--- config.mk ---
export PLATFORM = sky130hd
export DESIGN_NAME = link_key_table_core
export DESIGN_NICKNAME = d
export VERILOG_FILES = /design/src/rtl/core/lkt_pkg.sv /design/src/rtl/core/lkt_cam.sv /design/src/rtl/core/lkt_key_ram.sv /design/src/rtl/core/link_key_table_core.sv
export SDC_FILE = /design/constraint.sdc
export NUM_CORES = 2
export LEC_CHECK = 0
export BUFFER_PORTS_ARGS = -buffer_cell sky130_fd_sc_hd__buf_2
export CAP_MARGIN = 0
export CORE_MARGIN = 2
export CORE_UTILIZATION = 40
export DETAILED_ROUTE_END_ITERATION = 16
export GPL_TIMING_DRIVEN = 0
export PLACE_DENSITY_LB_ADDON = 0.15
export SYNTH_ARGS = -nofsm -noshare
export SYNTH_HDL_FRONTEND = slang
export SYNTH_SLANG_ARGS = --single-unit
export TNS_END_PERCENT = 20
--- constraint.sdc ---
create_clock -name clk -period 10.45 [get_ports clk]
set_input_delay 1.5675 -clock clk [delete_from_list [all_inputs] [get_ports clk]]
set_output_delay 1.5675 -clock clk [all_outputs]
set_load 0.02 [all_outputs]
--- src/rtl/core/lkt_pkg.sv ---
// Shared types, opcodes and limits of the link key table.
`default_nettype none

package lkt_pkg;

	// table limits
	localparam int LKT_DEPTH_DEFAULT = 16;
	localparam int LKT_DEPTH_MAX     = 64;
	localparam int LKT_IDX_W         = $clog2(LKT_DEPTH_MAX);
	localparam int LKT_CNT_W         = 5;

	localparam logic [LKT_CNT_W-1:0] LKT_MAX_KEYS_RESET = 5'd16;

	// request opcodes
	localparam logic [2:0] OP_WRITE      = 3'd0;
	localparam logic [2:0] OP_READ       = 3'd1;
	localparam logic [2:0] OP_GET        = 3'd2;
	localparam logic [2:0] OP_DELETE     = 3'd3;
	localparam logic [2:0] OP_DELETE_ALL = 3'd4;
	localparam logic [2:0] OP_COUNT      = 3'd5;

	typedef logic [47:0]  addr_t;
	typedef logic [127:0] key_t;

	// request word
	typedef struct packed {
		logic [2:0]  opcode;
		logic [47:0] device_address;
		logic [63:0] key_upper;
		logic [63:0] key_lower;
	} req_word_t;

	// response word
	typedef struct packed {
		logic [LKT_CNT_W-1:0] result_count;
		logic                 found;
		logic [63:0]          out_key_upper;
		logic [63:0]          out_key_lower;
	} rsp_word_t;

	// lookup status from the address table
	typedef struct packed {
		logic                 hit;
		logic [LKT_IDX_W-1:0] hit_idx;
		logic                 free_ok;
		logic [LKT_IDX_W-1:0] free_idx;
		logic [LKT_CNT_W-1:0] count;
	} lkt_status_t;

	// update command to the address table
	typedef struct packed {
		logic                 insert;
		logic                 clear_one;
		logic                 clear_all;
		logic [LKT_IDX_W-1:0] idx;
		addr_t                addr;
	} lkt_cmd_t;

endpackage

`default_nettype wire

--- src/rtl/core/lkt_cam.sv ---
// Address table: valid bits, stored addresses, parallel match and entry count.
`default_nettype none

module lkt_cam #(
	parameter int TABLE_DEPTH = lkt_pkg::LKT_DEPTH_DEFAULT
) (
	input  wire               clk,
	input  wire               arst_n,
	input  lkt_pkg::addr_t    lookup_addr,
	input  lkt_pkg::lkt_cmd_t cmd,
	output lkt_pkg::lkt_status_t status
);
	import lkt_pkg::*;

	localparam int IDX_W = (TABLE_DEPTH > 1) ? $clog2(TABLE_DEPTH) : 1;

	logic [TABLE_DEPTH-1:0] valid_q;
	addr_t                  entry_address_q [TABLE_DEPTH];
	logic [LKT_CNT_W-1:0]   count_q;

	logic [TABLE_DEPTH-1:0] match;
	logic [TABLE_DEPTH-1:0] free_oh;
	logic [LKT_IDX_W-1:0]   hit_idx;
	logic [LKT_IDX_W-1:0]   free_idx;

	// compare every entry and pick the lowest free slot
	always_comb begin
		hit_idx  = '0;
		free_idx = '0;
		free_oh  = ~valid_q & (valid_q + TABLE_DEPTH'(1));
		for (int i = 0; i < TABLE_DEPTH; i++) begin
			match[i] = valid_q[i] && (entry_address_q[i] == lookup_addr);
			if (match[i]) begin
				hit_idx = hit_idx | LKT_IDX_W'(i);
			end
			if (free_oh[i]) begin
				free_idx = free_idx | LKT_IDX_W'(i);
			end
		end
	end

	assign status.hit      = |match;
	assign status.hit_idx  = hit_idx;
	assign status.free_ok  = |(~valid_q);
	assign status.free_idx = free_idx;
	assign status.count    = count_q;

	// update valid bits and count
	always_ff @(posedge clk or negedge arst_n) begin
		if (!arst_n) begin
			valid_q <= '0;
			count_q <= '0;
		end else begin
			if (cmd.clear_all) begin
				valid_q <= '0;
				count_q <= '0;
			end else if (cmd.insert) begin
				valid_q[cmd.idx[IDX_W-1:0]] <= 1'b1;
				count_q <= count_q + LKT_CNT_W'(1);
			end else if (cmd.clear_one) begin
				valid_q[cmd.idx[IDX_W-1:0]] <= 1'b0;
				count_q <= count_q - LKT_CNT_W'(1);
			end
		end
	end

	// store the address of a new entry
	always_ff @(posedge clk) begin
		if (cmd.insert) begin
			entry_address_q[cmd.idx[IDX_W-1:0]] <= cmd.addr;
		end
	end

endmodule

`default_nettype wire

--- src/rtl/core/lkt_key_ram.sv ---
// Key store: one write port and one registered read port.
`default_nettype none

module lkt_key_ram #(
	parameter int TABLE_DEPTH = lkt_pkg::LKT_DEPTH_DEFAULT
) (
	input  wire                              clk,
	input  wire                              we,
	input  wire  [lkt_pkg::LKT_IDX_W-1:0]    waddr,
	input  lkt_pkg::key_t                    wdata,
	input  wire                              re,
	input  wire  [lkt_pkg::LKT_IDX_W-1:0]    raddr,
	output lkt_pkg::key_t                    rdata
);
	import lkt_pkg::*;

	localparam int IDX_W = (TABLE_DEPTH > 1) ? $clog2(TABLE_DEPTH) : 1;

	key_t mem [TABLE_DEPTH];
	key_t rdata_q;

	// write the key
	always_ff @(posedge clk) begin
		if (we) begin
			mem[waddr[IDX_W-1:0]] <= wdata;
		end
	end

	// register the read, hold while not enabled
	always_ff @(posedge clk) begin
		if (re) begin
			rdata_q <= mem[raddr[IDX_W-1:0]];
		end
	end

	assign rdata = rdata_q;

endmodule

`default_nettype wire

--- src/rtl/core/link_key_table_core.sv ---
// Top level of the link key table: request register, lookup, update and response register.
//
//  channel | direction | handshake             | payload
//  req     | in        | req_valid / req_stall | req  (req_word_t)
//  rsp     | out       | rsp_valid / rsp_stall | rsp  (rsp_word_t)
//  cfg     | in        | cfg_wr_en             | cfg_wr_data (max_keys)
//
// One request word a cycle while req_stall is low; each word goes from the request register to the response register.
// The table lookup and update sit between the request register and the
// response register; keys come from a memory with a registered read port.
// Reset clears all valid bits and the count at once and loads max_keys with 16.
// A stalled response holds the pipe; req_stall rises only when both stages are full.
`default_nettype none

module link_key_table_core #(
	parameter int TABLE_DEPTH = lkt_pkg::LKT_DEPTH_DEFAULT
) (
	input  wire                               clk,
	input  wire                               arst_n,
	input  wire                               req_valid,
	output logic                              req_stall,
	input  lkt_pkg::req_word_t                req,
	output logic                              rsp_valid,
	input  wire                               rsp_stall,
	output lkt_pkg::rsp_word_t                rsp,
	input  wire                               cfg_wr_en,
	input  wire  [lkt_pkg::LKT_CNT_W-1:0]     cfg_wr_data
);
	import lkt_pkg::*;

	logic                 valid_s1;
	req_word_t            req_s1;
	logic                 valid_s2;
	logic [LKT_CNT_W-1:0] result_count_s2;
	logic                 found_s2;
	logic [LKT_CNT_W-1:0] max_keys_q;

	logic                 advance;
	logic                 load_s1;
	lkt_status_t          status;
	lkt_cmd_t             cmd;
	logic                 ram_we;
	logic [LKT_IDX_W-1:0] ram_waddr;
	key_t                 ram_rdata;
	logic [LKT_CNT_W-1:0] result_count;
	logic                 found;

	// handshake
	assign advance   = valid_s1 && (!valid_s2 || !rsp_stall);
	assign load_s1   = !valid_s1 || advance;
	assign req_stall = !load_s1;

	// configuration register
	always_ff @(posedge clk or negedge arst_n) begin
		if (!arst_n) begin
			max_keys_q <= LKT_MAX_KEYS_RESET;
		end else if (cfg_wr_en) begin
			max_keys_q <= cfg_wr_data;
		end
	end

	// request register
	always_ff @(posedge clk or negedge arst_n) begin
		if (!arst_n) begin
			valid_s1 <= 1'b0;
		end else if (load_s1) begin
			valid_s1 <= req_valid;
		end
	end

	always_ff @(posedge clk) begin
		if (load_s1 && req_valid) begin
			req_s1 <= req;
		end
	end

	lkt_cam #(
		.TABLE_DEPTH(TABLE_DEPTH)
	) u_cam (
		.clk        (clk),
		.arst_n     (arst_n),
		.lookup_addr(req_s1.device_address),
		.cmd        (cmd),
		.status     (status)
	);

	// decode the request against the lookup; act only when the word advances
	always_comb begin
		cmd          = '0;
		cmd.addr     = req_s1.device_address;
		ram_we       = 1'b0;
		ram_waddr    = status.hit_idx;
		result_count = '0;
		found        = 1'b0;
		unique case (req_s1.opcode)
			OP_WRITE: begin
				if (status.count >= max_keys_q) begin
					result_count = '0;
				end else if (status.hit) begin
					ram_we       = advance;
					result_count = LKT_CNT_W'(1);
				end else if (status.free_ok) begin
					cmd.insert   = advance;
					cmd.idx      = status.free_idx;
					ram_we       = advance;
					ram_waddr    = status.free_idx;
					result_count = LKT_CNT_W'(1);
				end
			end
			OP_READ: begin
				result_count = LKT_CNT_W'(status.hit);
			end
			OP_GET: begin
				result_count = LKT_CNT_W'(status.hit);
				found        = status.hit;
			end
			OP_DELETE: begin
				cmd.clear_one = advance && status.hit;
				cmd.idx       = status.hit_idx;
				result_count  = LKT_CNT_W'(status.hit);
			end
			OP_DELETE_ALL: begin
				cmd.clear_all = advance;
				result_count  = status.count;
			end
			OP_COUNT: begin
				result_count = status.count;
			end
			default: begin
				result_count = '0;
			end
		endcase
	end

	lkt_key_ram #(
		.TABLE_DEPTH(TABLE_DEPTH)
	) u_key_ram (
		.clk  (clk),
		.we   (ram_we),
		.waddr(ram_waddr),
		.wdata({req_s1.key_upper, req_s1.key_lower}),
		.re   (advance),
		.raddr(status.hit_idx),
		.rdata(ram_rdata)
	);

	// response register
	always_ff @(posedge clk or negedge arst_n) begin
		if (!arst_n) begin
			valid_s2 <= 1'b0;
		end else if (advance) begin
			valid_s2 <= 1'b1;
		end else if (!rsp_stall) begin
			valid_s2 <= 1'b0;
		end
	end

	always_ff @(posedge clk) begin
		if (advance) begin
			result_count_s2 <= result_count;
			found_s2        <= found;
		end
	end

	// drive the response word; the key shows only on a found get
	assign rsp_valid         = valid_s2;
	assign rsp.result_count  = result_count_s2;
	assign rsp.found         = found_s2;
	assign rsp.out_key_upper = found_s2 ? ram_rdata[127:64] : 64'd0;
	assign rsp.out_key_lower = found_s2 ? ram_rdata[63:0]   : 64'd0;

endmodule

`default_nettype wire

Word level (Yosys, flattened, before mapping) --
Memory sizes are Yosys's and may differ from the RTL's. A register that Yosys moved wholly into a read port is not among the register bits. Index checks and enable logic that the tools add are counted.
Storage, ports and cells: register bits after elaboration 213, RAM bits 2816, bits of input ports 189, output and inout port bits 136, word-level logic and storage cells 145, memories kept 2
Memories:
- u_key_ram.mem | words 16, width 128, read ports 1, clocked after Yosys merged registers in 1, write ports 1, RTL line lkt_key_ram.sv:19 | key_t mem [TABLE_DEPTH];
- u_cam.entry_address_q | words 16, width 48, read ports 16, clocked after Yosys merged registers in 0, write ports 1, RTL line lkt_cam.sv:18 | addr_t entry_address_q [TABLE_DEPTH];
Cells by class: add/sub/neg operators 3, order comparisons 3, equality and inequality tests 22, multiplexer cells 67, bitwise operators 5, reductions and logical operators 32
Operator list (count):
- 48-bit == test | 16
- 64-bit two-way mux | 2
- 4-bit two-way mux | 23
- 16-bit two-way mux | 3
- 16-bit AND | 2
- 16-bit inverter | 2
- 16-bit OR reduction | 2
- 5-bit two-way mux | 5
- 3-bit two-way mux | 8
- 1-bit logical AND | 20
- 1-bit two-way mux | 19
- 16-bit by 1-bit adder with 16-bit output, second input constant | 1
- 16-bit bitwise OR | 1
- 5-bit case mux with 3 select lines | 1
- 2-bit two-way mux | 4
- 4-bit case mux with 2 select lines | 1
- 3-bit by 2-bit == test with 1-bit output, second input constant | 2
- 3-bit == test, second input constant | 2
- 5-bit by 1-bit adder with 5-bit output, second input constant | 1
- 5-bit >= comparator | 1
- 4-bit by 5-bit less-than comparator with 1-bit output, second input constant | 1
- 5-bit by 1-bit subtractor with 5-bit output, second input constant | 1
- 1-bit demux with 4-bit select | 1
- 4-bit by 1-bit >= comparator with 1-bit output, second input constant | 1
- 8 further kinds | 12

Logic depth before layout (Yosys ltp) --
depth in word-level cells 30, mapped depth 19, mapped depth without buffers 17

Modules after synthesis --
Synthesis repeated with hierarchy kept, for this count alone.
Unflattened totals: cell total of the unflattened synthesis 5891, area total of the unflattened synthesis 121607.9 µm²
Modules (own cells, without submodules):
- lkt_key_ram | instances 1, cells each 3357, area each 80817.5 µm², seq. area each 65342.7 µm²
- lkt_cam | instances 1, cells each 2132, area each 33698.6 µm², seq. area each 23587.6 µm²
- link_key_table_core | instances 1, cells each 402, area each 7091.8 µm², seq. area each 5731.7 µm²

Worst setup path before layout --
OpenSTA, ideal clock, no wires.
path type input-to-reg, start in rsp_stall, end mem u_key_ram.mem[0][0] (netlist bit) (enable), library setup time 617 ps, data arrival time 10721 ps, slack -888 ps, cell stages on the path 7, buffers on the path 0, cells stage by stage nand2_1 > nand2_1 > inv_1 > nand2b_1 > a211oi_1 > nand2b_1 > nor2_1
Between the ends: longest elaborated chain between the ends 9
RTL lines:
- start: declaration | RTL line link_key_table_core.sv:24 | input wire rsp_stall,
- 1-bit zero test *
- 1-bit logical OR * | RTL line link_key_table_core.sv:49 | assign advance = valid_s1 && (!valid_s2 || !rsp_stall);
- 1-bit logical AND * | RTL line link_key_table_core.sv:49
- named net advance | RTL line link_key_table_core.sv:38 | logic advance;
- 1-bit two-way mux | RTL line link_key_table_core.sv:102 | end else if (status.free_ok) begin
- 1-bit two-way mux * | RTL line link_key_table_core.sv:99 | end else if (status.hit) begin
- 1-bit two-way mux * | RTL line link_key_table_core.sv:97 | if (status.count >= max_keys_q) begin
- 1-bit two-way mux * | RTL line link_key_table_core.sv:95 | unique case (req_s1.opcode)
- 1-bit two-way mux * | RTL line lkt_key_ram.sv:24 | if (we) begin
- 1-bit two-way mux (implied by the code) * | RTL line lkt_key_ram.sv:25 | mem[waddr[IDX_W-1:0]] <= wdata;
- end: declaration | RTL line lkt_key_ram.sv:19
Mark *: on every way through the listed nets, which the timed path passes. The rest lies on a longest branch.

Worst setup path in the final report --
start reg req_s1, in the netlist cmd[44], end mem u_key_ram.mem[12][95] (netlist bit) (enable)
Between the ends: longest elaborated chain between the ends 21, elaborated cells on any way between the ends 57
RTL lines:
- start: declaration | RTL line link_key_table_core.sv:32 | req_word_t req_s1;
- start signal: assignment | RTL line link_key_table_core.sv:73 | req_s1 <= req;
- 48-bit == test | RTL line lkt_cam.sv:32 | match[i] = valid_q[i] && (entry_address_q[i] == lookup_addr);
- 1-bit logical AND | RTL line lkt_cam.sv:32
- 1-bit two-way mux | RTL line lkt_cam.sv:33 | if (match[i]) begin
- 2-bit two-way mux (2 in series) | RTL line lkt_cam.sv:33
- 3-bit two-way mux (4 in series) | RTL line lkt_cam.sv:33
- 4-bit two-way mux (8 in series) | RTL line lkt_cam.sv:33
- 4-bit two-way mux | RTL line link_key_table_core.sv:102
- 4-bit two-way mux | RTL line link_key_table_core.sv:99
- 4-bit two-way mux | RTL line link_key_table_core.sv:97
- 4-bit two-way mux | RTL line link_key_table_core.sv:95
Several ways; a longest one is shown, not always the timed one.

==> metrics.cfg <==
[logic_synthesis]
synthXorXnorAreaFrac_pct=5.00
ys_ff_latch=3157
yosysSeqAreaShare_pct=75.8
muxShareOfSynthArea_pct=6.62
ys_types=77
ys.flop_type=edfxtp_1
synth_most_common_cell=edfxtp_1
synth_largest_area_cell=edfxtp_1
synth_warnings=0
synth_area_leaders=edfxtp_1 75%, mux2i_1 6.4%, xnor2_1 4.3%
syn_area_um2=125000
synth-async-reset-ratio_pct=0.887
synth_compound_area_share_pct=3.54
syn_inst=7742
syn-num-nets=7941
synth-simple-area-share_pct=7.18
synthAdderAreaFrac_pct=0.106
syn_area_per_cell_um2=16.1
yosys.area.top_type_share_pct=75.2
synth_top_family_by_area=simple AND/OR/NAND/NOR gates
synth_commonest_cells=3129 x edfxtp_1, 1084 x nand2_1, 798 x mux2i_1, 611 x xnor2_1, 332 x nand3_1
synth_edf_count=3129

[die]
coreArea_um2=311000
start_util_pct=40.1
die_h_um=563
fp.dieArea_um2=317000
io_pins=325
rows=205
die_w_um=563

[worst_setup_path]
critPathSlowestCell=edfxtp_1
path_cells=buf_4 -> buf_2 -> xnor2_1 -> nand4_1 -> nor4_1 -> nand4_1 -> nand2_1 -> or4b_1 -> buf_2 -> clkbuf_1 -> clkbuf_1 -> nor2_1 -> o21ai_0 -> nor2_4 -> buf_16 -> buf_12 -> buf_12 -> buf_12
path_delay_family=buffers and inverters
critPathMaxFanout=23
reg2reg_from=cmd[44]
cpPeakStageDelay_ns=1.30
reg2reg_setup_slack_ns=1.52
end_kind=flip-flop
crit_arrival_ns=9.56
reg2reg_depth=18
rr_endpoint=u_key_ram.mem[12][95]
crit_type=reg2reg
critical_path.startpoint_type=flip-flop
cp_data_required_time_ns=11.09
crit_start=cmd[44]
path_buf_inv=9
critical_path.most_common_cell=buf_12

[cts]
htreeDepth=5
numCtsBuffers=340
cts_resized=0
clockRootBuffer=clkbuf_16
insertion_delay_ns=0.95
cts_tree=yes
path_clk_slew_ns=0.06
max-clock-path-buffers=4
holdBufCountCts=0
cts_num_sinks=3157
postCtsSetupBuffers=0

[final_layout]
regArea_um2=94700
final_layout_size_suffix_gt1_share_pct=13.9
multi_input_area_um2=28300
area_growth_pct=16.9
design_area_um2=146000
final_nets=8746
fill_cells=26900
fin_util_pct=46.9

[min_path]
min_path_cells=1
hold_end=rsp_valid
min_path_type=reg2reg
hold_path.startpoint=valid_s1

[global_route]
grt_pass1_vias=69500
grt_usage_pct=24.0
grt_util_met1_pct=32.4
grt_use_met3_pct=3.46
top_usage_layer=met2
antenna_found_initial=34
grt_use_met2_pct=39.9
grt-ovfl-total=0
grt_pass1_wl_um=537000
grt_max_degree=73

[power_and_ir_drop]
total_power_w=0.0272
irDropWorstVdd_mv=0.138
p_per_area_nw_per_um2=186
leakage_nw=52.0

[routing]
vias=70700
wl_per_cell_um=29.7
drc=0
antenna_left=0
wl_um=386000
drt_first_pass_iters=10
viasPerCell=5.44
dr.first_iter.drc_count=8022

[outcome]
status=finished, violations left
violations=capacitance limit, slew limit

[timing]
hold_viol_final=0
slew-limit-headroom_pct=-2.35
timing.setup.tns_ns=0
fin_crit_sh_pct=85.4
fmax_mhz=112
worst_slack_ns=1.52
setup_violations=0
worstMarginPinSlew_ns=1.54
period_needed_ns=8.93
skew_ns=0.106
slew_viol_final=72
rsz0062_at_grt=no

[run]
drv_cap=4

[placement]
port_buffers=323
postPlaceCellArea_um2=135000
post-place-ws_ns=1.75
hpwl_um=258000
place_congestion=0.853

[routing by layer]
layer	share of wire (%)	wire, µm
met1	42	161000
met2	48	187000
met3	6.5	24900
met4	3.3	12600
met5	0.0070	27
[placed cells by master (no fill, tap or decap), types with 16 or more instances in the layout]
cell / count
a221oi_1: 52
and2_1: 138
nand2_1: 1084
a32oi_1: 101
o21ai_0: 136
inv_1: 50
edfxtp_1: 3129
dfrtp_1: 27
o2bb2ai_1: 18
mux2i_1: 798
nand2b_1: 24
nor2_4: 24
buf_12: 98
nor4_1: 58
nand4_1: 151
a211oi_1: 16
nand3_1: 332
a21oi_1: 27
clkbuf_1: 248
diode_2: 23
buf_2: 476
xor2_1: 102
a221o_1: 26
clkbuf_16: 345
xnor2_1: 611
buf_16: 39
bufinv_16: 31
nor3_1: 45
a31oi_1: 25
nor2_1: 36
buf_4: 40
clkinv_2: 55
o211ai_1: 110
nor2b_1: 20
buf_1: 34
mux2_2: 25
clkinv_1: 81
[flip-flops by register name, summed over array words and instances, names as in the netlist, 16 cells and up]
name	count
u_key_ram.rdata	128
cmd	48
u_cam.valid_q	16
u_key_ram.mem	2048
req_s1	131
u_cam.entry_address_q	768
[cells by family after synthesis]
logic type,Yosys count
compound gates,596
buf+inv,487
mux,823
simple gates,1956
xor+xnor,713
flops,3157
fa+ha+maj,10
[worst max path at each step]
stage | to | slack, ns | cells after the start
floorplan | u_key_ram.mem[0][0] | -0.89 | 7
global placement | u_key_ram.mem[8][93] | -11.40 | 8
detailed placement | u_key_ram.mem[12][92] | 1.75 | 18
CTS | u_key_ram.mem[12][95] | 1.70 | 18
global route | u_key_ram.mem[12][95] | 1.48 | 18
finish | u_key_ram.mem[12][95] | 1.52 | 18
[where the power goes]
part           switching, W  total, W  internal (W)
Clock               0.00510    0.0120       0.00687
Combinational      0.000576  0.000873      0.000297
Sequential         0.000288    0.0144        0.0141
Total               0.00596    0.0272        0.0213
[per-stage QoR]
stage	instances	hold slack [ns]
after floorplan	7742	0.457
after global placement	12200	0.474
after detailed placement	12300	0.488
after CTS	13000	0.501
after global routing	13000	0.549
final	13000	0.498
[final cells by class]
| cell class | instances | share of cell area [%] |
|---|---|---|
| Antenna cell | 23 | 0.0394 |
| Buffer | 428 | 1.38 |
| Clock buffer | 413 | 6.08 |
| Clock inverter | 210 | 1.44 |
| Inverter | 59 | 0.157 |
| Multi-Input combinational cell | 4098 | 19.3 |
| Sequential cell | 3157 | 64.8 |
| Tap cell | 4140 | 3.55 |
| Timing Repair Buffer | 463 | 3.22 |
Power figures use the tool's default switching activity.
